File: src/rtl/dmchc_pkg.sv
package dmchc_pkg;

    localparam int unsigned MAX_LINES     = 16384;
    localparam int unsigned ADDRESS_WIDTH = 32;

    // legal ranges of the split widths
    localparam int unsigned OFF_MIN = 4;
    localparam int unsigned OFF_MAX = 8;
    localparam int unsigned IDX_MIN = 4;
    localparam int unsigned IDX_MAX = 14;

    localparam int unsigned OFF_RESET = 4;
    localparam int unsigned IDX_RESET = 8;

    localparam int unsigned CFG_W      = 4;
    localparam int unsigned CFG_IDX_W  = 2;
    localparam int unsigned COUNT_W    = 32;
    localparam int unsigned QUEUE_DEPTH = 2;

    typedef enum logic [CFG_IDX_W-1:0] {
        CFG_OFFSET_BITS = 2'd0,
        CFG_INDEX_BITS  = 2'd1
    } t_cfg_reg;

    typedef struct packed {
        logic full;
        logic empty;
    } t_q_stat;

endpackage

File: src/rtl/dmchc_front.sv
module dmchc_front #(
    parameter int unsigned MAX_LINES     = dmchc_pkg::MAX_LINES,
    parameter int unsigned ADDRESS_WIDTH = dmchc_pkg::ADDRESS_WIDTH,
    localparam int unsigned SLOT_W = $clog2(MAX_LINES),
    localparam int unsigned TAG_W  = ADDRESS_WIDTH - dmchc_pkg::OFF_MIN - dmchc_pkg::IDX_MIN
) (
    input  logic                            i_clk,
    input  logic                            i_rst_n,
    input  logic                            i_cfg_valid,
    input  logic [dmchc_pkg::CFG_IDX_W-1:0] i_cfg_index,
    input  logic [dmchc_pkg::CFG_W-1:0]     i_cfg_data,
    input  logic                            i_valid,
    output logic                            o_ready,
    input  logic [ADDRESS_WIDTH-1:0]        i_address,
    input  logic                            i_clr_busy,
    input  dmchc_pkg::t_q_stat              i_q_stat,
    output logic                            o_push,
    output logic [SLOT_W-1:0]               o_slot,
    output logic [TAG_W-1:0]                o_tag
);

    localparam int unsigned CW = dmchc_pkg::CFG_W;

    logic [CW-1:0]            r_off, n_off;
    logic [CW-1:0]            r_idx, n_idx;
    logic [CW-1:0]            off_clamp;
    logic [CW-1:0]            idx_clamp;
    logic [ADDRESS_WIDTH-1:0] block;
    logic [ADDRESS_WIDTH-1:0] tag_full;
    logic [SLOT_W-1:0]        idx_mask;

    // widths are kept already clamped to their legal range
    always_comb begin
        if (i_cfg_data < CW'(dmchc_pkg::OFF_MIN)) begin
            off_clamp = CW'(dmchc_pkg::OFF_MIN);
        end else if (i_cfg_data > CW'(dmchc_pkg::OFF_MAX)) begin
            off_clamp = CW'(dmchc_pkg::OFF_MAX);
        end else begin
            off_clamp = i_cfg_data;
        end
        if (i_cfg_data < CW'(dmchc_pkg::IDX_MIN)) begin
            idx_clamp = CW'(dmchc_pkg::IDX_MIN);
        end else if (i_cfg_data > CW'(dmchc_pkg::IDX_MAX)) begin
            idx_clamp = CW'(dmchc_pkg::IDX_MAX);
        end else begin
            idx_clamp = i_cfg_data;
        end
        n_off = r_off;
        n_idx = r_idx;
        if (i_cfg_valid) begin
            if (i_cfg_index == dmchc_pkg::CFG_OFFSET_BITS) begin
                n_off = off_clamp;
            end
            if (i_cfg_index == dmchc_pkg::CFG_INDEX_BITS) begin
                n_idx = idx_clamp;
            end
        end
    end

    always_ff @(posedge i_clk) begin
        if (!i_rst_n) begin
            r_off <= CW'(dmchc_pkg::OFF_RESET);
            r_idx <= CW'(dmchc_pkg::IDX_RESET);
        end else begin
            r_off <= n_off;
            r_idx <= n_idx;
        end
    end

    // split the address into line index and tag
    always_comb begin
        for (int i = 0; i < SLOT_W; i++) begin
            idx_mask[i] = (i < int'(r_idx));
        end
    end

    assign block    = i_address >> r_off;
    assign tag_full = block >> r_idx;
    assign o_slot   = block[SLOT_W-1:0] & idx_mask;
    assign o_tag    = tag_full[TAG_W-1:0];

    assign o_ready = !i_clr_busy && !i_q_stat.full;
    assign o_push  = i_valid && o_ready;

endmodule

File: config.mk
export PLATFORM = sky130hd
export DESIGN_NAME = dmchc_front
export DESIGN_NICKNAME = d
export VERILOG_FILES = /design/src/rtl/dmchc_pkg.sv /design/src/rtl/dmchc_front.sv
export SDC_FILE = /design/constraint.sdc
export NUM_CORES = 1
export LEC_CHECK = 0
export ABC_CLOCK_PERIOD_IN_PS = 2600
export BUFFER_PORTS_ARGS = -buffer_cell sky130_fd_sc_hd__buf_2
export CAP_MARGIN = 40
export CORE_ASPECT_RATIO = 0.6
export CORE_MARGIN = 2
export CORE_UTILIZATION = 51
export CTS_BUF_LIST = sky130_fd_sc_hd__clkbuf_16
export DETAILED_ROUTE_END_ITERATION = 6
export MAX_ROUTING_LAYER = met4
export PLACE_DENSITY = 0.91
export SLEW_MARGIN = 20
export SYNTH_ARGS = -nofsm -noshare
export SYNTH_HDL_FRONTEND = slang
export SYNTH_SLANG_ARGS = --single-unit
File: constraint.sdc
create_clock -name i_clk -period 2.6 [get_ports i_clk]
set_clock_uncertainty 0.1 [all_clocks]
set_input_delay 0.13 -clock i_clk [delete_from_list [all_inputs] [get_ports i_clk]]
set_output_delay 0.13 -clock i_clk [all_outputs]
set_load 0.005 [all_outputs]
==> metrics.yaml, run 1 <==
global_route:
  grt_usage: 0.3876
  grt_pass1_wl_um: 21760
  grt.overflow.total: 0
  grt_pass1_vias: 4316
  grt_max_degree: 30
  antenna_found_initial: 1
cts:
  numCtsBuffers: 3
  ctsHoldBuffers: 0
  clk_latency_ns: 0.23
  clockRootBuffer: "clkbuf_16"
  htree_levels: 1
  tritoncts: "done"
  clk_pin_slew_worst_paths_ns: 0.04
  cts_buffer_depth: 2
  cts.sinks: 8
yosys:
  synth-seq-area-share: 0.04673
  syn_nets: 468
  netlist_area_um2: 3427
  syn_avg_cell_area_um2: 8.102
  ys_types: 64
  synth_cells: 423
  async_flop_share: 0
  synth_warnings: 0
  synth-seq-cells: 8
  synth_ff_type: "dfxtp_1"
  synth-edff-count: 0
power_and_ir_drop:
  p_total_uw: 1469
  seqPwrFrac: 0.092
  sw_frac_of_total: 0.4280
  p_leak_uw: 0.002199
  comb_power_share: 0.731
  clkPwrFrac: 0.177
  intPower_uw: 840.4
  power.density_nw_per_um2: 276.3
  power_switching_uw: 628.7
  vdd.ir_drop.worst_mv: 0.3439
routing:
  drt.antenna.violating_nets: 0
  dr.pass1.iters: 7
  wl_per_cell_um: 25.94
  vias: 5097
  drt_first_iter_violations: 1029
  vias_per_cell: 7.699
  drc_errors: 1
  drt-total-wl_um: 17170
floorplan:
  pin_count: 85
  core_area_um2: 6590
  start_util: 0.5200
  fp.dieW_um: 109.8
  fp-row-count: 23
  die_area_um2: 7413
  die_y_um: 67.50
worst_setup_path:
  critPathKind: "flop to primary output"
  crit_top_cell: "buf_6"
  crit_chain: "buf_6 > buf_6 > mux4_2 > mux2_4 > a222oi_1 > buf_4 > nor2b_4 > a31oi_1 > o211ai_1 > nand3_1 > buf_2"
  slowest_stage: "mux4_2"
  cp.arrival_ns: 3.04
  worstSetupStartpointType: "flop"
  worst_path_largest_cell_delay_ns: 0.51
  critPathCaptureType: "primary output"
  critical_path_buf_inv_count: 4
  required_ns: 2.37
  cp_max_fo: 5
  crit_family: "multiplexers"
timing:
  report.final.hold_viol_count: 0
  finalSetupViolations: 31
  tightest_slew_ns: 0.7850
  rsz0062_at_grt: "yes"
  finalWorstSetupSlack_ns: -0.6705
  relSlewSlack: 0.4747
  fin_crit_ns: 3.271
  maxSlewViolCount: 0
  fin_crit_sh: 1.258
  fin_worst_hold_slack_ns: 0.04085
  fmax_ghz: 0.3058
outcome:
  status: "finished, violations left"
  violations: "DRC, setup timing"
final_layout:
  fin_nets: 621
  drive_gt1_frac: 0.5836
  area_delta_synth_final_pct: 55.13
  n_fill_cell: 370
place:
  globalplace.congestion: 1.141
  hpwlAfterDp_um: 10050
  place.port_buffers: 83
worst_hold_path:
  hold_class: "input pin to flop"
flow_run:
  maxCapViolCount: 0
layout by cell type, fill, tap and decap left out, types with 9 or more instances in the layout:
cell / instances
a21oi_1: 12
mux2_2: 11
nand3_1: 9
nand2b_1: 10
buf_6: 22
buf_4: 76
buf_2: 83
mux2i_4: 10
a22oi_1: 9
nor2_1: 24
mux2i_1: 22
o22ai_1: 16
mux2_4: 21
nand2_1: 38
mux4_2: 28
o21ai_0: 14
mux2i_2: 10
synthesized netlist by cell type (4+ instances only):
master,count,share of area
nor2_1,29,0.032
nand3_1,9,0.013
buf_1,5,0.0055
nor2b_1,7,0.013
o22a_1,5,0.013
nor3_1,15,0.022
o22ai_1,24,0.044
mux4_1,5,0.038
mux2i_2,5,0.020
inv_1,7,0.0077
nand2b_1,12,0.022
o21ai_1,4,0.0058
a21oi_1,15,0.022
clkbuf_1,21,0.023
buf_2,9,0.013
mux2i_1,37,0.11
dfxtp_1,8,0.047
o21ai_0,19,0.028
and2_1,4,0.0073
a31oi_1,4,0.0073
nand2_1,39,0.043
mux4_2,25,0.16
a22oi_1,11,0.024
o211ai_1,7,0.015
o221ai_1,5,0.013
or2_2,4,0.0073
mux2_2,29,0.095
path summary, 6_finish.rpt:
check | from | to | slack [ns] | cells past startpoint
worst max-delay path | r_off[1] | o_tag[0] | -0.67 | 11
worst min-delay path | i_rst_n | r_off[2] | 0.04 | 2
worst max register to register | r_idx[2] | r_idx[2] | 1.27 | 3
worst min register to register | r_idx[0] | r_idx[0] | 0.53 | 2
power groups by stage:
stage | sequential, uW | clock, uW | combinational (uW)
after floorplan | 131 | 0 | 464
final | 135 | 260 | 1070
after CTS | 133 | 263 | 874
after global placement | 136 | 0 | 759
after global routing | 135 | 269 | 1110
after detailed placement | 137 | 0 | 788
routing by layer:
metal | share of wire | track usage | vias up
met4 | 0.073 | 0.1250 | 0
met3 | 0.15 | 0.07143 | 202
li1 | - | - | 1995
met1 | 0.34 | 0.4906 | 2308
met5 | 0 | - | -
met2 | 0.43 | 0.6319 | 592
registers in the layout (all words and copies together), names as in the netlist:
signal,flops
r_off,4
r_idx,4
per-stage QoR:
step | TNS [ns] | std cells | area [um2] | worst slack (ns) | utilization
2_1_floorplan | -0.05683 | 423 | 3452 | -0.03071 | -
3_3_place_gp | -7.109 | 634 | 4392 | -0.4229 | 0.6664
6_report | -13.07 | 662 | 5316 | -0.6705 | 0.8067
4_1_cts | -9.983 | 656 | 4827 | -0.4919 | 0.7325
3_5_place_dp | -9.470 | 634 | 4392 | -0.5359 | 0.6664
5_1_grt | -14.89 | 662 | 5316 | -0.7145 | 0.8067
area by class of cell:
| cell class | count | area (um2) | share of cell area |
|---|---|---|---|
| timing repair buffer | 187 | 1344 | 0.2528 |
| antenna | 1 | 2.502 | 0.0004707 |
| clock buffer | 3 | 75.07 | 0.01412 |
| inverter | 9 | 33.78 | 0.006354 |
| multi-input combinational | 367 | 3581 | 0.6736 |
| tap | 87 | 108.9 | 0.02048 |
| sequential | 8 | 171.4 | 0.03224 |
logic make-up after synthesis:
kind of cell / synth area share
AOI/OAI and AO/OA: 0.2698
buffers and inverters: 0.06462
DFF: 0.04673
muxes: 0.4359
and+or+nand+nor: 0.1829
worst reg2reg max path, stage by stage (launching register included):
cell     delay (ns)
dfxtp_1        0.60
inv_1          0.28
nand2_1        0.12
o311a_1        0.16
timing repair:
item	in CTS	in global routing
pin swaps	11	27
cloned	0	1
resized for setup	49	100
setup endpoints to repair	37	33
setup buffers	22	12
Note: power is estimated with default switching activity, not from simulation.
==> run 2: changes to the inputs <==
- ABC_CLOCK_PERIOD_IN_PS: 2600 -> 2900
- BUFFER_PORTS_ARGS: -buffer_cell sky130_fd_sc_hd__buf_2 -> default
- CORE_UTILIZATION: 51 -> 55
- DONT_BUFFER_PORTS: default -> 1
- PLACE_DENSITY: 0.91 -> 0.84
- clock period: 2.6 -> 2.9 ns (I/O delays scaled with it)
==> run 2 against run 1 <==
- the flow finishes with violations (setup timing)
- worst setup slack improved by 0.41 ns
- global-route usage decreased by 1.3 points
- via count decreased by 17%
- highest routed layer unchanged
- sequential share of layout area increased by 0.33 points
- non-clock buffer count decreased by 92
- combinational power decreased by 28%
==> metrics.yaml, run 2 (synthesized netlist as in run 1, its figures left out) <==
global_route:
  grt_pass1_vias: 3804  # -12%
  grt_pass1_wl_um: 20060  # -7.8%
  grt_max_degree: 24  # -20%
  grt_usage: 0.3747  # -0.01296
  grt.overflow.total: 0  # unchanged
  antenna_found_initial: 0  # -1
cts:
  clockRootBuffer: "clkbuf_16"
  clk_latency_ns: 0.23  # about the same
  cts_buffer_depth: 2  # unchanged
  htree_levels: 1  # unchanged
  cts.sinks: 8  # unchanged
  numCtsBuffers: 3  # unchanged
  tritoncts: "done"
  clk_pin_slew_worst_paths_ns: 0.03  # about the same
final_layout:
  layout.area.seq_um2: 167.7  # -2.2%
  layout_common_cells: "buf_4, nand2_1, mux4_2"
  multi_input_area_um2: 3503  # -2.2%
  fin_nets: 529  # -15%
  area_delta_synth_final_pct: 37.46
  largestRegisters: "r_idx x4, r_off x4"
  stdcell_count: 566  # -15%
  antennaDiodeCount: 0  # -1
  drive_gt1_frac: 0.4793  # -0.1044
  n_fill_cell: 408  # +10%
  final_common_cell: "buf_4"
timing:
  maxSlewViolCount: 0  # unchanged
  relSlewSlack: 0.4489  # -0.02584
  rsz0062_at_grt: "yes"
  tightest_slew_ns: 0.8237  # +0.03862 ns
  report.final.hold_viol_count: 0  # unchanged
  finalSetupViolations: 21  # -32%
  fmax_ghz: 0.3161
  fin_crit_ns: 3.163
  finalWorstSetupSlack_ns: -0.2635  # +0.4071 ns
  fin_crit_sh: 1.091
flow_run:
  maxCapViolCount: 0  # unchanged
worst_hold_path:
  min_from: "i_cfg_data[1]"
  hold_class: "input pin to flop"
floorplan:
  fp-row-count: 22  # -4.3%
  die_y_um: 65.15  # -3.5%
  core_area_um2: 6056  # -8.1%
  fp.dieW_um: 105.9  # -3.6%
  pin_count: 85  # unchanged
  start_util: 0.5659  # +0.04588
  die_area_um2: 6899  # -6.9%
routing:
  drt-total-wl_um: 14070  # -18%
  drt.antenna.violating_nets: 0  # unchanged
  drc_errors: 0  # -1
  vias_per_cell: 7.488  # -2.8%
  drt_first_iter_violations: 644  # -37%
  wl_per_cell_um: 24.86  # -4.2%
  dr.pass1.iters: 6  # -1
  vias: 4238  # -17%
worst_setup_path:
  critPathKind: "flop to primary output"
  regToRegStartpoint: "r_idx[2]"
  cp_max_fo: 5  # unchanged
  cp.arrival_ns: 2.92  # -0.12 ns
  critPathCaptureType: "primary output"
  worstSetupStartpointType: "flop"
  cp-startpoint: "r_off[1]"
  required_ns: 2.65  # +0.28 ns
power_and_ir_drop:
  vdd.ir_drop.worst_mv: 0.4147  # +21%
  power.density_nw_per_um2: 240.4  # -13%
  p_leak_uw: 0.001760  # -20%
  p_total_uw: 1133  # -23%
place:
  place_inst: 522  # -18%
  globalplace.congestion: 0.9491  # -17%
  hpwlAfterDp_um: 9176  # -8.7%
  place.port_buffers: 0  # -100%
outcome:
  violations: "setup timing"
  status: "finished, violations left"
[run 2: critical path, cell delays in order, from the launching register on]
cell	delay [ns]
dfxtp_4	0.39
buf_4	0.13
buf_4	0.10
mux4_2	0.50
mux2_4	0.30
mux4_2	0.52
mux2i_2	0.21
mux2i_2	0.14
a221o_1	0.37
[run 2: where the power goes]
group | internal [uW] | switching (uW) | total (uW)
sequential | 114 | 14.6 | 128
combinational | 379 | 393 | 772
clock | 178 | 54.5 | 232
[run 2: worst paths after layout]
kind	to	slack, ns	cells after the start
worst max-delay path	o_tag[6]	-0.26	8
worst min-delay path	r_off[1]	0.01	2
worst max register to register	r_idx[2]	1.40	3
worst min register to register	r_idx[0]	0.56	2
[run 2: per-layer routing]
layer | routed length, um | GRT usage
met5 | 0 | -
met4 | 480 | 0.09704
met3 | 1697 | 0.06746
met2 | 6423 | 0.5952
met1 | 5466 | 0.5019
[run 2: final cells by class]
cell class / instances / share of cell area
multi-input cells: 367 / 0.7437
repair buffers: 95 / 0.1745
flip-flops and latches: 8 / 0.03559
well taps: 84 / 0.02231
clock buffers: 3 / 0.01594
inverters: 9 / 0.007968
[run 2: repair_timing]
item | in CTS | in global routing
setup buffers | 22 | 17
hold buffers | 3 | 1
endpoints found under the setup margin | 24 | 25
resized for setup | 65 | 62
cloned | 1 | 0
pin swaps | 14 | 21
endpoints found under the hold margin | 8 | 1
[run 2: through the flow]
| step | setup TNS, ns | utilization | worst slack (ns) | instance area (um2) | hold WS, ns |
|---|---|---|---|---|---|
| 5_1_grt | -4.133 | 0.7779 | -0.3204 | 4711 | 0.02348 |
| 4_1_cts | -0.9409 | 0.7124 | -0.1643 | 4314 | 0.0008008 |
| 3_3_place_gp | -0.01137 | 0.6238 | -0.01137 | 3777 | 0.1081 |
| 2_1_floorplan | 0 | - | 0.2235 | 3427 | 0.1069 |
| 3_5_place_dp | -0.1538 | 0.6238 | -0.05880 | 3777 | 0.1233 |
| 6_report | -2.857 | 0.7779 | -0.2635 | 4711 | 0.01212 |
==> run 3: changes to the inputs <==
- TNS_END_PERCENT: default -> 5
==> run 3 against run 2 <==
- hold slack worse by 0.0021 ns
- power shrank 14%
- fmax grew 0.25%
- global-route usage shrank 2.6 points
- utilization fell by 11 points
- register-to-register slack better by 0.05 ns
- worst setup slack improved by 0.0080 ns
- largest cell class unchanged
- the run still ends with setup timing left
- cell count shrank 6.2%
- sequential power about the same
- wire length fell by 15%
- highest routed layer unchanged
- non-clock buffer count down 35
- sequential share of layout area is 0.56 points higher
==> metrics.yaml, run 3 (synthesized netlist as in run 1, its figures left out) <==
final_layout:
  area_delta_synth_final_pct: 18.00
  final_common_cell: "buf_4"
  layout.area.seq_um2: 166.4  # -0.75%
  layout_common_cells: "buf_4, nand2_1, mux2i_1"
  n_fill_cell: 528  # +29%
  drive_gt1_frac: 0.3468  # -0.1325
  multi_input_area_um2: 3167  # -9.6%
  fin_nets: 494  # -6.6%
  antennaDiodeCount: 0  # unchanged
  final_core_util: 0.6678  # -0.1101
  largestRegisters: "r_idx x4, r_off x4"
floorplan:
  fp.dieW_um: 105.9  # unchanged
  fp-row-count: 22  # unchanged
  start_util: 0.5659  # unchanged
  die_y_um: 65.15  # unchanged
  die_area_um2: 6899  # unchanged
  pin_count: 85  # unchanged
  core_area_um2: 6056  # unchanged
timing:
  relSlewSlack: 0.5463  # +0.09741
  rsz0062_at_grt: "yes"
  finalSetupViolations: 16  # -24%
  tightest_slew_ns: 0.6781  # -0.1456 ns
  fmax_ghz: 0.3169  # +0.25%
  maxSlewViolCount: 0  # unchanged
  finalWorstSetupSlack_ns: -0.2555  # +0.008018 ns
  report.final.hold_viol_count: 0  # unchanged
  fin_crit_ns: 3.155  # -0.008018 ns
  setup_tns_ns: -1.791  # +1.067 ns
  fin_worst_hold_slack_ns: 0.01000  # -0.002123 ns
  fin_crit_sh: 1.088  # -0.002765
power_and_ir_drop:
  p_total_uw: 978.6  # -14%
  power.density_nw_per_um2: 242.0  # +0.65%
  p_leak_uw: 0.001451  # -18%
  vdd.ir_drop.worst_mv: 0.4056  # -2.2%
cts:
  numCtsBuffers: 3  # unchanged
  clk_latency_ns: 0.23  # about the same
  htree_levels: 1  # unchanged
  clk_pin_slew_worst_paths_ns: 0.03  # about the same
  cts.sinks: 8  # unchanged
  cts_buffer_depth: 2  # unchanged
  tritoncts: "done"
  clockRootBuffer: "clkbuf_16"
worst_setup_path:
  worstSetupStartpointType: "flop"
  crit_chain: "buf_6 > mux4_2 > mux2_4 > mux4_2 > mux2i_1 > mux2i_1 > a221o_1"
  required_ns: 2.65  # about the same
  cp.arrival_ns: 2.91  # about the same
  slowest_stage: "mux4_2"
  worst_path_largest_cell_delay_ns: 0.53  # about the same
  critPathKind: "flop to primary output"
  critPathCaptureType: "primary output"
  cp_max_fo: 6  # +1
routing:
  drt-total-wl_um: 11970  # -15%
  dr.pass1.iters: 5  # -1
  wl_per_cell_um: 22.53  # -9.3%
  drt_first_iter_violations: 520  # -19%
  vias_per_cell: 7.350  # -1.8%
  vias: 3903  # -7.9%
  drt.antenna.violating_nets: 0  # unchanged
  drc_errors: 0  # unchanged
place:
  post-place-ws_ns: -0.05880  # unchanged
  globalplace.congestion: 0.9491  # unchanged
  hpwlAfterDp_um: 9176  # unchanged
  place.port_buffers: 0  # unchanged
outcome:
  status: "finished, violations left"
  violations: "setup timing"
global_route:
  antenna_found_initial: 0  # unchanged
  grt.overflow.total: 0  # unchanged
  grt_pass1_vias: 3597  # -5.4%
  grt_usage: 0.3489  # -0.02575
  grt_max_degree: 24  # unchanged
  grt_pass1_wl_um: 18800  # -6.3%
flow_run:
  maxCapViolCount: 0  # unchanged
worst_hold_path:
  hold_class: "input pin to flop"
[run 3: changes by cell type in the layout (fill, tap and decap cells not counted), moves of 5 or more]
| cell | delta |
|---|---|
| mux2i_1 | +5 |
| mux2_2 | +13 |
| o22ai_2 | -8 |
| mux2i_4 | -6 |
| nor3_1 | +5 |
| mux2_4 | -16 |
| o22ai_1 | +8 |
| buf_6 | -6 |
| buf_4 | -26 |
[run 3: per-stage QoR]
step / cell area (um2) / std cells
2_1_floorplan: 3427 / 423
3_3_place_gp: 3777 / 522
3_5_place_dp: 3777 / 522
4_1_cts: 3975 / 530
5_1_grt: 4044 / 531
6_report: 4044 / 531
[run 3: area by class of cell]
class                      count  share of cell area
sequential                     8             0.04115
multi-input combinational    367              0.7831
inverter                       9            0.008354
timing repair buffer          60              0.1228
clock buffer                   3             0.01856
tap                           84             0.02599
[run 3: where the power goes]
group	switching, uW	internal, uW	total [uW]
sequential	13.2	114	127
clock	54.7	178	232
combinational	326	293	619
total	394	584	979
[run 3: metal layers]
layer / global-route usage / routed length, um
met5: - / 0
met4: 0.06743 / 223
met3: 0.04067 / 1335
met1: 0.4929 / 5084
met2: 0.5500 / 5323
[run 3: worst max-delay path, delay by kind of cell (launching register included)]
kind / cells / cell delay (ns)
compound gates: 1 / 0.38
buf+inv: 1 / 0.16
flops: 1 / 0.42
mux: 5 / 1.71
[run 3: worst paths after layout]
path	to	slack (ns)	start	depth (start not counted)
worst max-delay path	o_tag[6]	-0.26	r_off[1]	7
worst min-delay path	r_off[1]	0.01	i_cfg_data[1]	2
worst max register to register	r_idx[2]	1.45	r_idx[2]	3
worst min register to register	r_idx[0]	0.55	r_idx[0]	2
[run 3: timing repair]
action | 4_1_cts | 5_1_grt
pin swaps | 5 | 4
hold buffers | 3 | 1
buffers inserted | 2 | 0
setup endpoints to repair | 24 | 24
endpoints found under the hold margin | 8 | 1
resized for setup | 28 | 16
