File: config.mk
export PLATFORM = sky130hd
export DESIGN_NAME = dmchc_queue
export DESIGN_NICKNAME = d
export VERILOG_FILES = /design/src/rtl/dmchc_pkg.sv /design/src/rtl/dmchc_queue.sv
export SDC_FILE = /design/constraint.sdc
export NUM_CORES = 1
export LEC_CHECK = 0
export ABC_CLOCK_PERIOD_IN_PS = 1830
export BUFFER_PORTS_ARGS = -buffer_cell sky130_fd_sc_hd__buf_2
export CAP_MARGIN = 20
export CORE_MARGIN = 1
export CORE_UTILIZATION = 52
export DETAILED_ROUTE_END_ITERATION = 6
export PLACE_DENSITY_LB_ADDON = 0.05
export SYNTH_ARGS = -nofsm -noshare
export SYNTH_HDL_FRONTEND = slang
export SYNTH_SLANG_ARGS = --single-unit
export TNS_END_PERCENT = 50
File: constraint.sdc
create_clock -name i_clk -period 1.83 [get_ports i_clk]
set_input_delay 0.366 -clock i_clk [delete_from_list [all_inputs] [get_ports i_clk]]
set_output_delay 0.366 -clock i_clk [all_outputs]
set_load 0.02 [all_outputs]
File: src/rtl/dmchc_pkg.sv
package dmchc_pkg;

    localparam int unsigned MAX_LINES     = 16384;
    localparam int unsigned ADDRESS_WIDTH = 32;

    // legal ranges of the split widths
    localparam int unsigned OFF_MIN = 4;
    localparam int unsigned OFF_MAX = 8;
    localparam int unsigned IDX_MIN = 4;
    localparam int unsigned IDX_MAX = 14;

    localparam int unsigned OFF_RESET = 4;
    localparam int unsigned IDX_RESET = 8;

    localparam int unsigned CFG_W      = 4;
    localparam int unsigned CFG_IDX_W  = 2;
    localparam int unsigned COUNT_W    = 32;
    localparam int unsigned QUEUE_DEPTH = 2;

    typedef enum logic [CFG_IDX_W-1:0] {
        CFG_OFFSET_BITS = 2'd0,
        CFG_INDEX_BITS  = 2'd1
    } t_cfg_reg;

    typedef struct packed {
        logic full;
        logic empty;
    } t_q_stat;

endpackage

File: src/rtl/dmchc_queue.sv
module dmchc_queue #(
    parameter int unsigned WIDTH = 8
) (
    input  logic               i_clk,
    input  logic               i_rst_n,
    input  logic               i_push,
    input  logic [WIDTH-1:0]   i_data,
    input  logic               i_pop,
    output logic [WIDTH-1:0]   o_data,
    output dmchc_pkg::t_q_stat o_stat
);

    localparam int unsigned QD = dmchc_pkg::QUEUE_DEPTH;
    localparam int unsigned PW = $clog2(QD);
    localparam int unsigned CNTW = $clog2(QD + 1);

    logic [WIDTH-1:0] r_mem [QD];
    logic [PW-1:0]    r_wp, n_wp;
    logic [PW-1:0]    r_rp, n_rp;
    logic [CNTW-1:0]  r_cnt, n_cnt;

    always_comb begin
        n_wp  = r_wp;
        n_rp  = r_rp;
        n_cnt = r_cnt;
        if (i_push) begin
            n_wp = (r_wp == PW'(QD - 1)) ? '0 : r_wp + PW'(1);
        end
        if (i_pop) begin
            n_rp = (r_rp == PW'(QD - 1)) ? '0 : r_rp + PW'(1);
        end
        if (i_push && !i_pop) begin
            n_cnt = r_cnt + CNTW'(1);
        end else if (!i_push && i_pop) begin
            n_cnt = r_cnt - CNTW'(1);
        end
    end

    always_ff @(posedge i_clk) begin
        if (!i_rst_n) begin
            r_wp  <= '0;
            r_rp  <= '0;
            r_cnt <= '0;
        end else begin
            r_wp  <= n_wp;
            r_rp  <= n_rp;
            r_cnt <= n_cnt;
        end
    end

    always_ff @(posedge i_clk) begin
        if (i_push) begin
            r_mem[r_wp] <= i_data;
        end
    end

    assign o_data       = r_mem[r_rp];
    assign o_stat.full  = (r_cnt == CNTW'(QD));
    assign o_stat.empty = (r_cnt == '0);

endmodule

==> qor_table.md, run 1 <==
| Quantity | Value | Unit |
|---|---|---|
| Status | finished clean | - |
| Total number of vias | 444 | - |
| Number of global-route vias before repair | 421 | - |
| Largest net degree at the start of global routing | 12 | - |
| Maximum vdd drop | 680 | µV |
| Pwr Total | 0.914 | mW |
| Max stage delay cell, worst path | sky130_fd_sc_hd__dfxtp_1 | - |
| Hold depth | 1 | - |
| Number of hold buffers added after CTS | 0 | - |
| H-tree Lvls | 1 | - |
| Worst-case clock buffer depth | 2 | - |
| Core footprint | 0.00137 | mm² |
| Seq. cell area | 581 | µm² |
| Hold_sp | i_data[7] | - |
| P_sw | 0.216 | mW |
| Post-CTS Setup Bufs | 0 | - |
| Relative slew margins | 75.3 | % |
| Register clock-pin slew on the reported worst setup and hold paths | 100 | ps |
| Delay of the slowest cell on the worst path | 530 | ps |
| Top-level port count | 22 | - |
| P_leak | 0.382 | nW |
| Synthesized area per cell | 16.9 | µm² |
| All-Layer GR Usage | 17.2 | % |
| Setup Total Neg Slack | 0 | ps |
| CTS sink count | 21 | - |
| Final-stage net count | 86 | - |
| Switching share of power | 23.6 | % |
| Count of state elements after synthesis | 21 | - |
| Worst r2r src | r_cnt[0]$_SDFFE_PN0P_ | - |
| Drt total wl | 1200 | µm |
| Setup violators final | 0 | - |
| Kind of cell with the highest combined delay on the critical path | flip-flops | - |
| Worst-path maximum fanout | 8 | - |
| Chip height | 41.1 | µm |
| Slack of the worst reg-to-reg path | 670 | ps |
| Clock skew | 3.89 | ps |
| Logic pwr share | 16.0 | % |
| Proportion of layout cells with a drive suffix above 1 | 47.2 | % |
| Iteration-0 DRC Markers | 6 | - |
| Yosys cell types | 16 | - |
| Required time of the critical path | 1460 | ps |
| Startpoint type of the worst setup path | register | - |
| Finished Core Util | 69.3 | % |
| Power per cell area | 965 | mW/mm² |
| Pin slew with the least headroom to its limit | 370 | ps |
| Routed wire per std cell | 13.8 | µm |
| Clk network pwr share | 22.1 | % |
| Root buffer cell | sky130_fd_sc_hd__clkbuf_4 | - |
| Global-route wire length before repair | 1760 | µm |
| Seq pwr share | 61.9 | % |
| CTS Buf Count | 3 | - |
| Hold WS | 264 | ps |
| Detailed placement HPWL | 921 | µm |
| Die boundary width | 41.1 | µm |
| Reg-to-Reg End | r_cnt[1]$_SDFFE_PN0P_ | - |
| Detail-routed via count per cell | 5.10 | - |
| Diode insertion count for antenna repair | 0 | - |
| DRC Markers | 0 | - |
| Internal | 0.698 | mW |
| Syn Nets | 60 | - |
| Arrival time of data at the critical path endpoint | 1360 | ps |
| Placer's final routability congestion estimate | 0.592 | - |
| Post-route fraction of the period consumed by the critical path | 94.1 | % |
| Worst Hold End | r_mem[0][7]$_DFFE_PP_ | - |
| Die Outline Area | 0.00169 | mm² |
| Top cell type's share of synthesized area | 60.5 | % |
| Std-Cell Rows | 13 | - |
| Count of nets left with antenna violations after detail routing | 0 | - |
| Initial antenna violation count | 0 | - |
| Final critical delay including setup and external delays | 1720 | ps |
| Maximum achievable frequency | 581 | MHz |
| Biggest area consumer among synthesized cells | sky130_fd_sc_hd__edfxtp_1 | - |
| Synthesized area | 795 | µm² |
| Overall overflow remaining after global route | 0 | - |
| Total buffers and inverters traversed by the critical path | 1 | - |
| Worst reg-to-reg path cell count | 3 | - |
| Clock tree from TritonCTS | done | - |
| CTS resizes | 0 | - |
| Starting utilization of the core area | 58.2 | % |
| RSZ-0062 raised after global routing | no | - |
| Layout overhead on the synthesized area | 19.2 | % |
| Gate Count Post-Synth | 47 | - |
| Multi-input combinational cell area | 205 | µm² |
| Final-report max-slew violation count | 0 | - |
| Share of synthesized area occupied by flip-flops and latches | 73.1 | % |
| Critical path start-end classification | register to output pin | - |
| Max-capacitance violation count | 0 | - |
| Synthesis warning total | 0 | - |
| Fill cell total of the finished layout | 99 | - |
| Crit. End Element | output pin | - |
| DR pass1 iterations | 3 | - |
| Number of endpoints with negative hold slack in the final report | 0 | - |
| Ordered cell list for the critical path | mux2_2, buf_2 | - |
| Top area cells in the synthesized netlist | sky130_fd_sc_hd__edfxtp_1 60%, sky130_fd_sc_hd__dfxtp_1 13%, sky130_fd_sc_hd__mux2_2 11% | - |
| Later-pin clock latency in the skew report | 280 | ps |
| Number of port buffers | 21 | - |
| Worst min-delay path class | input pin to register | - |
-- synth_stat cells --
cell type,number
sky130_fd_sc_hd__edfxtp_1,16
sky130_fd_sc_hd__mux2_2,8
sky130_fd_sc_hd__dfxtp_1,5
sky130_fd_sc_hd__and2_1,4
sky130_fd_sc_hd__nor2b_1,2
sky130_fd_sc_hd__xor2_1,2
sky130_fd_sc_hd__a21boi_1,1
sky130_fd_sc_hd__and2b_2,1
sky130_fd_sc_hd__buf_2,1
sky130_fd_sc_hd__ha_1,1
sky130_fd_sc_hd__inv_1,1
sky130_fd_sc_hd__nor2_1,1
sky130_fd_sc_hd__o21a_1,1
sky130_fd_sc_hd__o21ai_0,1
sky130_fd_sc_hd__or3_1,1
sky130_fd_sc_hd__xnor2_1,1
-- power by group through the flow --
stage	sequential, mW	clock, mW	combinational (mW)
after global placement	0.574	0	0.140
after CTS	0.566	0.206	0.147
after floorplan	0.566	0	0.102
after global routing	0.570	0.228	0.159
final	0.565	0.202	0.146
after detailed placement	0.576	0	0.146
-- worst register-to-register path, stage by stage, from the launching register on --
cell                       delay, ps
sky130_fd_sc_hd__dfxtp_1         360
sky130_fd_sc_hd__xor2_1          180
sky130_fd_sc_hd__or3_1           330
sky130_fd_sc_hd__a21boi_1        210
-- placed cells by master, fill, tap and decap left out, drive strengths merged --
master / n
buf: 22
nor2: 1
and2: 4
dfxtp: 5
xnor2: 1
edfxtp: 16
inv: 1
xor2: 2
or3: 1
o21ai: 1
a21boi: 1
and2b: 1
mux2: 8
nor2b: 2
o21a: 1
clkbuf: 4
ha: 1
-- kinds of logic after synthesis --
family                   Yosys count  synth area share (%)
AO/OA/AOI/OAI                      3                  2.52
AND/OR/NAND/NOR                    9                  7.09
buffers and inverters              2                  1.10
flip-flops                        21                  73.1
multiplexers                       8                  11.3
adder cells (fa/ha/maj)            1                  1.57
XOR/XNOR                           3                  3.31
-- sequential cells by signal, summed over array words and instances (netlist names), named ones only --
| signal | count |
|---|---|
| r_rp | 1 |
| r_wp | 1 |
| r_mem | 16 |
| r_cnt | 2 |
-- per-layer routing --
| layer | track usage (%) | vias up | part of all wire, % |
|---|---|---|---|
| met3 | 5.43 | 6 | 4.5 |
| li1 | - | 220 | - |
| met4 | 9.68 | 0 | 3.7 |
| met2 | 27.7 | 17 | 49 |
| met1 | 20.2 | 201 | 43 |
| met5 | 0 | - | 0 |
-- layout make-up --
cell class	instances	area share (%)
timing repair buffer	22	11.9
clock buffer	4	2.77
inverter	1	0.396
sequential	21	61.3
tap	15	1.98
multi-input combinational	24	21.7
-- per-stage QoR --
step | std cells | area [µm²] | worst slack, ps
5_1_grt | 87 | 947 | 7.05
6_report | 87 | 947 | 108
2_1_floorplan | 47 | 795 | 596
3_3_place_gp | 83 | 921 | 419
3_5_place_dp | 83 | 921 | 327
4_1_cts | 87 | 947 | 91.6
-- worst max-delay path by stage --
stage                        start               endpoint  slack (ps)  depth (start not counted)
after global placement    register              o_data[5]         420                          2
after floorplan              i_pop  r_cnt[1]$_SDFFE_PN0P_         600                          4
after CTS                 register              o_data[0]          90                          2
after global routing      register              o_data[0]           7                          2
final                     register              o_data[7]         110                          2
after detailed placement    i_push  r_cnt[1]$_SDFFE_PN0P_         330                          4
No activity file was read; power rests on OpenSTA's default activity.
==> inputs of run 2 (changes only) <==
--- a/config.mk
+++ b/config.mk
@@ -5,11 +5,12 @@
 export SDC_FILE = /design/constraint.sdc
 export NUM_CORES = 1
 export LEC_CHECK = 0
-export ABC_CLOCK_PERIOD_IN_PS = 1830
+export ABC_CLOCK_PERIOD_IN_PS = 1600
 export BUFFER_PORTS_ARGS = -buffer_cell sky130_fd_sc_hd__buf_2
-export CAP_MARGIN = 20
+export CAP_MARGIN = 10
+export CORE_ASPECT_RATIO = 1.25
 export CORE_MARGIN = 1
-export CORE_UTILIZATION = 52
+export CORE_UTILIZATION = 48
 export DETAILED_ROUTE_END_ITERATION = 6
 export PLACE_DENSITY_LB_ADDON = 0.05
 export SYNTH_ARGS = -nofsm -noshare
==> constraint.sdc (replaced) <==
create_clock -name i_clk -period 1.6 [get_ports i_clk]
set_input_delay 0.32 -clock i_clk [delete_from_list [all_inputs] [get_ports i_clk]]
set_output_delay 0.32 -clock i_clk [all_outputs]
set_load 0.02 [all_outputs]
==> qor_table.md, run 2 (synthesized netlist as in run 1, its figures left out) <==
| Quantity | Value | Unit | vs previous |
|---|---|---|---|
| Top-level port count | 22 | - | unchanged |
| Startpoint type of the worst setup path | register | - | unchanged |
| Max-capacitance violation count | 0 | - | unchanged |
| Max stage delay cell, worst path | sky130_fd_sc_hd__dfxtp_4 | - | was sky130_fd_sc_hd__dfxtp_1 |
| Final-report max-slew violation count | 0 | - | unchanged |
| Register clock-pin slew on the reported worst setup and hold paths | 100 | ps | about the same |
| Core footprint | 0.00156 | mm² | was 0.00137 mm² |
| Flip-flop count of the largest register after layout | 16 | - | unchanged |
| Setup violators final | 0 | - | unchanged |
| Critical path start-end classification | register to output pin | - | unchanged |
| Count of nets left with antenna violations after detail routing | 0 | - | unchanged |
| Die Outline Area | 0.00182 | mm² | was 0.00169 mm² |
| Routed wire per std cell | 11.3 | µm | was 13.8 µm |
| H-tree Lvls | 1 | - | unchanged |
| Detail-routed via count per cell | 4.82 | - | was 5.10 |
| RSZ-0062 raised after global routing | no | - | unchanged |
| Largest registers | r_mem (16), r_cnt (2) | - | unchanged |
| Power per cell area | 1090 | mW/mm² | was 965 mW/mm² |
| Drt total wl | 1030 | µm | was 1200 µm |
| Finished Core Util | 61.6 | % | was 69.3% |
| Kind of cell with the highest combined delay on the critical path | flip-flops | - | unchanged |
| Diode insertion count for antenna repair | 0 | - | unchanged |
| Most flops, register | r_mem | - | unchanged |
| Overall overflow remaining after global route | 0 | - | unchanged |
| Post-route fraction of the period consumed by the critical path | 95.4 | % |  |
| Maximum vdd drop | 552 | µV | was 680 µV |
| CTS Buf Count | 3 | - | unchanged |
| Worst min-delay path class | input pin to register | - | unchanged |
| Root buffer cell | sky130_fd_sc_hd__clkbuf_4 | - | unchanged |
| P_leak | 0.388 | nW | was 0.382 nW |
| Chip height | 47.5 | µm | was 41.1 µm |
| Total buffers and inverters traversed by the critical path | 1 | - | unchanged |
| Later-pin clock latency in the skew report | 290 | ps | was 280 ps |
| Layout overhead on the synthesized area | 21.1 | % | was 19.2% |
| Iteration-0 DRC Markers | 4 | - | was 6 |
| Detailed placement HPWL | 777 | µm | was 921 µm |
| Number of hold buffers added after CTS | 0 | - | unchanged |
| Relative slew margins | 75.9 | % | was 75.3% |
| Worst-case clock buffer depth | 2 | - | unchanged |
| Total number of vias | 439 | - | was 444 |
| Maximum achievable frequency | 655 | MHz |  |
| Starting utilization of the core area | 50.9 | % | was 58.2% |
| CTS sink count | 21 | - | unchanged |
| Commonest non-fill, non-tap cells in the layout | 21 x sky130_fd_sc_hd__buf_2, 16 x sky130_fd_sc_hd__edfxtp_1, 8 x sky130_fd_sc_hd__mux2_2, 4 x sky130_fd_sc_hd__and2_1, 4 x sky130_fd_sc_hd__dfxtp_1 | - | was 21 x sky130_fd_sc_hd__buf_2, 16 x sky130_fd_sc_hd__edfxtp_1, 8 x sky130_fd_sc_hd__mux2_2, 5 x sky130_fd_sc_hd__dfxtp_1, 4 x sky130_fd_sc_hd__and2_1 |
| Number of global-route vias before repair | 376 | - | was 421 |
| Std-Cell Rows | 16 | - | was 13 |
| Final critical delay including setup and external delays | 1530 | ps |  |
| Crit. End Element | output pin | - | unchanged |
| All-Layer GR Usage | 12.6 | % | was 17.2% |
| Number of endpoints with negative hold slack in the final report | 0 | - | unchanged |
| Hold WS | 212 | ps | was 264 ps |
| Ordered cell list for the critical path | mux2_2, buf_2 | - | unchanged |
| Required time of the critical path | 1280 | ps | was 1460 ps |
| Placer's final routability congestion estimate | 0.554 | - | was 0.592 |
| Pin slew with the least headroom to its limit | 362 | ps | was 370 ps |
| Largest net degree at the start of global routing | 12 | - | unchanged |
| Final-stage net count | 87 | - | was 86 |
| Arrival time of data at the critical path endpoint | 1210 | ps | was 1360 ps |
| Setup Total Neg Slack | 0 | ps | unchanged |
| DR pass1 iterations | 4 | - | was 3 |
| Leading cell type in the layout, fill and taps excluded | sky130_fd_sc_hd__buf_2 | - | unchanged |
| Proportion of layout cells with a drive suffix above 1 | 49.3 | % | was 47.2% |
| Delay of the slowest cell on the worst path | 420 | ps | was 530 ps |
| Worst-path maximum fanout | 8 | - | unchanged |
| Die boundary width | 38.4 | µm | was 41.1 µm |
| Number of port buffers | 21 | - | unchanged |
| Initial antenna violation count | 0 | - | unchanged |
| Clock tree from TritonCTS | done | - | unchanged |
| Status | finished clean | - | unchanged |
| DRC Markers | 0 | - | unchanged |
| Post-CTS Setup Bufs | 0 | - | unchanged |
| Global-route wire length before repair | 1520 | µm | was 1760 µm |
| Clock skew | 0.983 | ps | was 3.89 ps |
| CTS resizes | 2 | - | was 0 |
| Non-Filler Instances | 91 | - | was 87 |
| Inst Count DP | 87 | - | was 83 |
## run 2: path summary, 6_finish.rpt
path / start / endpoint / slack (ps) / cells past startpoint
max: register / o_data[1] / 70 / 2
min: i_data[5] / r_mem[0][5]$_DFFE_PP_ / 210 / 1
max reg2reg: r_wp$_SDFFE_PN0P_ / r_mem[1][6]$_DFFE_PP_ / 570 / 1
min reg2reg: r_cnt[1]$_SDFFE_PN0P_ / r_cnt[1]$_SDFFE_PN0P_ / 520 / 2
## run 2: area by class of cell
type | instances | area [µm²]
clock buffers | 4 | 26.3
fillers | 124 | 599
inverters | 1 | 3.75
multi-input cells | 24 | 205
flip-flops and latches | 21 | 584
well taps | 18 | 22.5
repair buffers | 23 | 120
## run 2: through the flow
step                      setup slack (ps)  cell area [µm²]  total power, mW
after floorplan                        412              795            0.764
after global placement                 237              932            0.820
after detailed placement               221              932            0.824
after CTS                             41.4              962             1.06
after global routing                  12.2              962             1.10
final                                 72.8              962             1.04
## run 2: power by group
part           internal [mW]  switching [mW]  total (mW)
combinational         0.0797          0.0847       0.164
sequential             0.624          0.0210       0.645
clock                 0.0968           0.138       0.234
total                  0.801           0.243        1.04
## run 2: per-layer routing
metal / vias up / wire (µm) / track usage (%)
li1: 223 / - / -
met4: 0 / 0 / 6.21
met1: 204 / 441 / 15.1
met5: - / 0 / 0
met2: 12 / 549 / 20.7
met3: 0 / 40 / 4.19
==> inputs of run 3 (changes only) <==
--- a/config.mk
+++ b/config.mk
@@ -5,12 +5,14 @@
 export SDC_FILE = /design/constraint.sdc
 export NUM_CORES = 1
 export LEC_CHECK = 0
-export ABC_CLOCK_PERIOD_IN_PS = 1600
+export ABC_CLOCK_PERIOD_IN_PS = 1800
 export BUFFER_PORTS_ARGS = -buffer_cell sky130_fd_sc_hd__buf_2
 export CAP_MARGIN = 10
+export CELL_PAD_IN_SITES_DETAIL_PLACEMENT = 1
+export CELL_PAD_IN_SITES_GLOBAL_PLACEMENT = 1
 export CORE_ASPECT_RATIO = 1.25
 export CORE_MARGIN = 1
-export CORE_UTILIZATION = 48
+export CORE_UTILIZATION = 43
 export DETAILED_ROUTE_END_ITERATION = 6
 export PLACE_DENSITY_LB_ADDON = 0.05
 export SYNTH_ARGS = -nofsm -noshare
==> constraint.sdc (replaced) <==
create_clock -name i_clk -period 1.8 [get_ports i_clk]
set_input_delay 0.36 -clock i_clk [delete_from_list [all_inputs] [get_ports i_clk]]
set_output_delay 0.36 -clock i_clk [all_outputs]
set_load 0.02 [all_outputs]
==> qor_table.md, run 3 (synthesized netlist as in run 1, its figures left out) <==
| Quantity | Value | Unit | vs previous |
|---|---|---|---|
| Status | finished clean | - | unchanged |
| Leading cell type in the layout, fill and taps excluded | sky130_fd_sc_hd__buf_2 | - | unchanged |
| P_sw | 0.220 | mW | was 0.243 mW |
| Pin slew with the least headroom to its limit | 392 | ps | was 362 ps |
| Required time of the critical path | 1440 | ps | was 1280 ps |
| Fill cell total of the finished layout | 187 | - | was 124 |
| Proportion of layout cells with a drive suffix above 1 | 48.6 | % | was 49.3% |
| Clock skew | 0.542 | ps | was 0.983 ps |
| Crit. End Element | output pin | - | unchanged |
| Worst Setup Slack post-DPL | 356 | ps | was 221 ps |
| Diode insertion count for antenna repair | 0 | - | unchanged |
| RSZ-0062 raised after global routing | no | - | unchanged |
| Met1 layer usage reported by global route | 15.9 | % | was 15.1% |
| Core footprint | 0.00174 | mm² | was 0.00156 mm² |
| Worst min-delay path class | input pin to register | - | unchanged |
| Total number of vias | 459 | - | was 439 |
| Smallest setup slack after layout | 191 | ps | was 72.8 ps |
| Logic pwr share | 15.6 | % | was 15.8% |
| Initial antenna violation count | 0 | - | unchanged |
| DR pass1 iterations | 3 | - | was 4 |
| Arrival time of data at the critical path endpoint | 1250 | ps | was 1210 ps |
| Seq pwr share | 61.8 | % | about the same |
| Critical path start-end classification | register to output pin | - | unchanged |
| Detail-routed via count per cell | 5.04 | - | was 4.82 |
| Detailed placement HPWL | 908 | µm | was 777 µm |
| Commonest non-fill, non-tap cells in the layout | 21 x sky130_fd_sc_hd__buf_2, 16 x sky130_fd_sc_hd__edfxtp_1, 8 x sky130_fd_sc_hd__mux2_2, 4 x sky130_fd_sc_hd__and2_1, 4 x sky130_fd_sc_hd__dfxtp_1 | - | unchanged |
| Relative slew margins | 73.9 | % | was 75.9% |
| Startpoint type of the worst setup path | register | - | unchanged |
| Later-pin clock latency in the skew report | 290 | ps | about the same |
| Die Outline Area | 0.00202 | mm² | was 0.00182 mm² |
| Die boundary width | 40.4 | µm | was 38.4 µm |
| Most utilized layer in the global route result | met2 | - | unchanged |
| Iteration-0 DRC Markers | 4 | - | unchanged |
| Worst-case clock buffer depth | 2 | - | unchanged |
| P_leak | 0.382 | nW | was 0.388 nW |
| Count of nets left with antenna violations after detail routing | 0 | - | unchanged |
| Final critical delay including setup and external delays | 1610 | ps |  |
| Largest registers | r_mem (16), r_cnt (2) | - | unchanged |
| Worst-path maximum fanout | 8 | - | unchanged |
| CTS sink count | 21 | - | unchanged |
| DRC Markers | 0 | - | unchanged |
| Setup violators final | 0 | - | unchanged |
| Final-report max-slew violation count | 0 | - | unchanged |
| CTS Buf Count | 3 | - | unchanged |
| Overall overflow remaining after global route | 0 | - | unchanged |
| Number of port buffers | 21 | - | unchanged |
| Maximum achievable frequency | 621 | MHz |  |
| Chip height | 50.1 | µm | was 47.5 µm |
| Number of global-route vias before repair | 463 | - | was 376 |
| Number of endpoints with negative hold slack in the final report | 0 | - | unchanged |
| Met2 usage | 23.3 | % | was 20.7% |
| Setup Total Neg Slack | 0 | ps | unchanged |
| Largest net degree at the start of global routing | 12 | - | unchanged |
| Routed wire per std cell | 12.6 | µm | was 11.3 µm |
| Clk network pwr share | 22.6 | % | was 22.5% |
| Root buffer cell | sky130_fd_sc_hd__clkbuf_4 | - | unchanged |
| Starting utilization of the core area | 45.6 | % | was 50.9% |
| Post-route fraction of the period consumed by the critical path | 89.4 | % |  |
| Layout overhead on the synthesized area | 20.0 | % | was 21.1% |
| Internal | 0.710 | mW | was 0.801 mW |
| Delay of the slowest cell on the worst path | 440 | ps | was 420 ps |
| Max stage delay cell, worst path | sky130_fd_sc_hd__dfxtp_2 | - | was sky130_fd_sc_hd__dfxtp_4 |
| Most flops, register | r_mem | - | unchanged |
| Ordered cell list for the critical path | mux2_2, buf_2 | - | unchanged |
| Global-route wire length before repair | 1930 | µm | was 1520 µm |
| All-Layer GR Usage | 14.7 | % | was 12.6% |
| Std-Cell Rows | 17 | - | was 16 |
| Clock tree from TritonCTS | done | - | unchanged |
| Drt total wl | 1150 | µm | was 1030 µm |
| H-tree Lvls | 1 | - | unchanged |
| Switching share of power | 23.6 | % | was 23.3% |
| Final-stage net count | 86 | - | was 87 |
| Met3 usage | 5.41 | % | was 4.19% |
| Maximum vdd drop | 524 | µV | was 552 µV |
| Power per cell area | 975 | mW/mm² | was 1090 mW/mm² |
| Register clock-pin slew on the reported worst setup and hold paths | 100 | ps | about the same |
| Flip-flop count of the largest register after layout | 16 | - | unchanged |
| Placer's final routability congestion estimate | 0.561 | - | was 0.554 |
| Top-level port count | 22 | - | unchanged |
| Max-capacitance violation count | 0 | - | unchanged |
run 3: power groups by stage:
stage                     registers (mW)  clock network [mW]  logic, mW
final                              0.575               0.211      0.145
after global routing               0.580               0.241      0.161
after CTS                          0.575               0.220      0.147
after detailed placement           0.586                   0      0.147
after global placement             0.584                   0      0.143
after floorplan                    0.575                   0      0.104
run 3: worst paths after layout:
kind                              start                     to  slack [ps]  depth (start not counted)
setup / recovery               register              o_data[2]         190                          2
hold / removal                i_data[1]  r_mem[1][1]$_DFFE_PP_         250                          1
setup reg to reg      r_wp$_SDFFE_PN0P_  r_mem[1][5]$_DFFE_PP_         740                          1
hold reg to reg   r_cnt[1]$_SDFFE_PN0P_  r_cnt[1]$_SDFFE_PN0P_         530                          2
run 3: layout make-up:
type	count	area, µm²	area share, %
Tap cell	19	23.8	2.49
Inverter	1	3.75	0.394
Sequential cell	21	582	61.0
Timing Repair Buffer	22	113	11.8
Clock buffer	4	26.3	2.76
Multi-Input combinational cell	24	205	21.5
run 3: metal layers:
layer | vias up | routed length, µm | part of all wire (%)
li1 | 219 | - | -
met1 | 224 | 435 | 38
met2 | 14 | 639 | 56
met3 | 2 | 59 | 5.2
met4 | 0 | 9 | 0.79
met5 | - | 0 | 0
run 3: what timing repair did:
item / 4_1_cts / 5_1_grt
resized for setup: 0 / 1
setup buffers: 0 / 0
hold buffers: 0 / 0
setup endpoints to repair: 0 / 8
run 3: per-stage QoR:
stage | hold WS (ps) | cells | util, % | power, mW | cell area, µm²
finish | 253 | 91 | 54.7 | 0.930 | 953
global route | 225 | 91 | 54.7 | 0.982 | 953
CTS | 242 | 91 | 54.6 | 0.943 | 952
detailed placement | 511 | 87 | 53.1 | 0.733 | 926
global placement | 490 | 87 | 53.1 | 0.727 | 926
floorplan | 459 | 47 | - | 0.679 | 795
run 3: critical path: cells and delay by family, from the launching register on:
kind	cells	cell delay [ps]
flops	1	440
mux	1	360
buf+inv	1	160
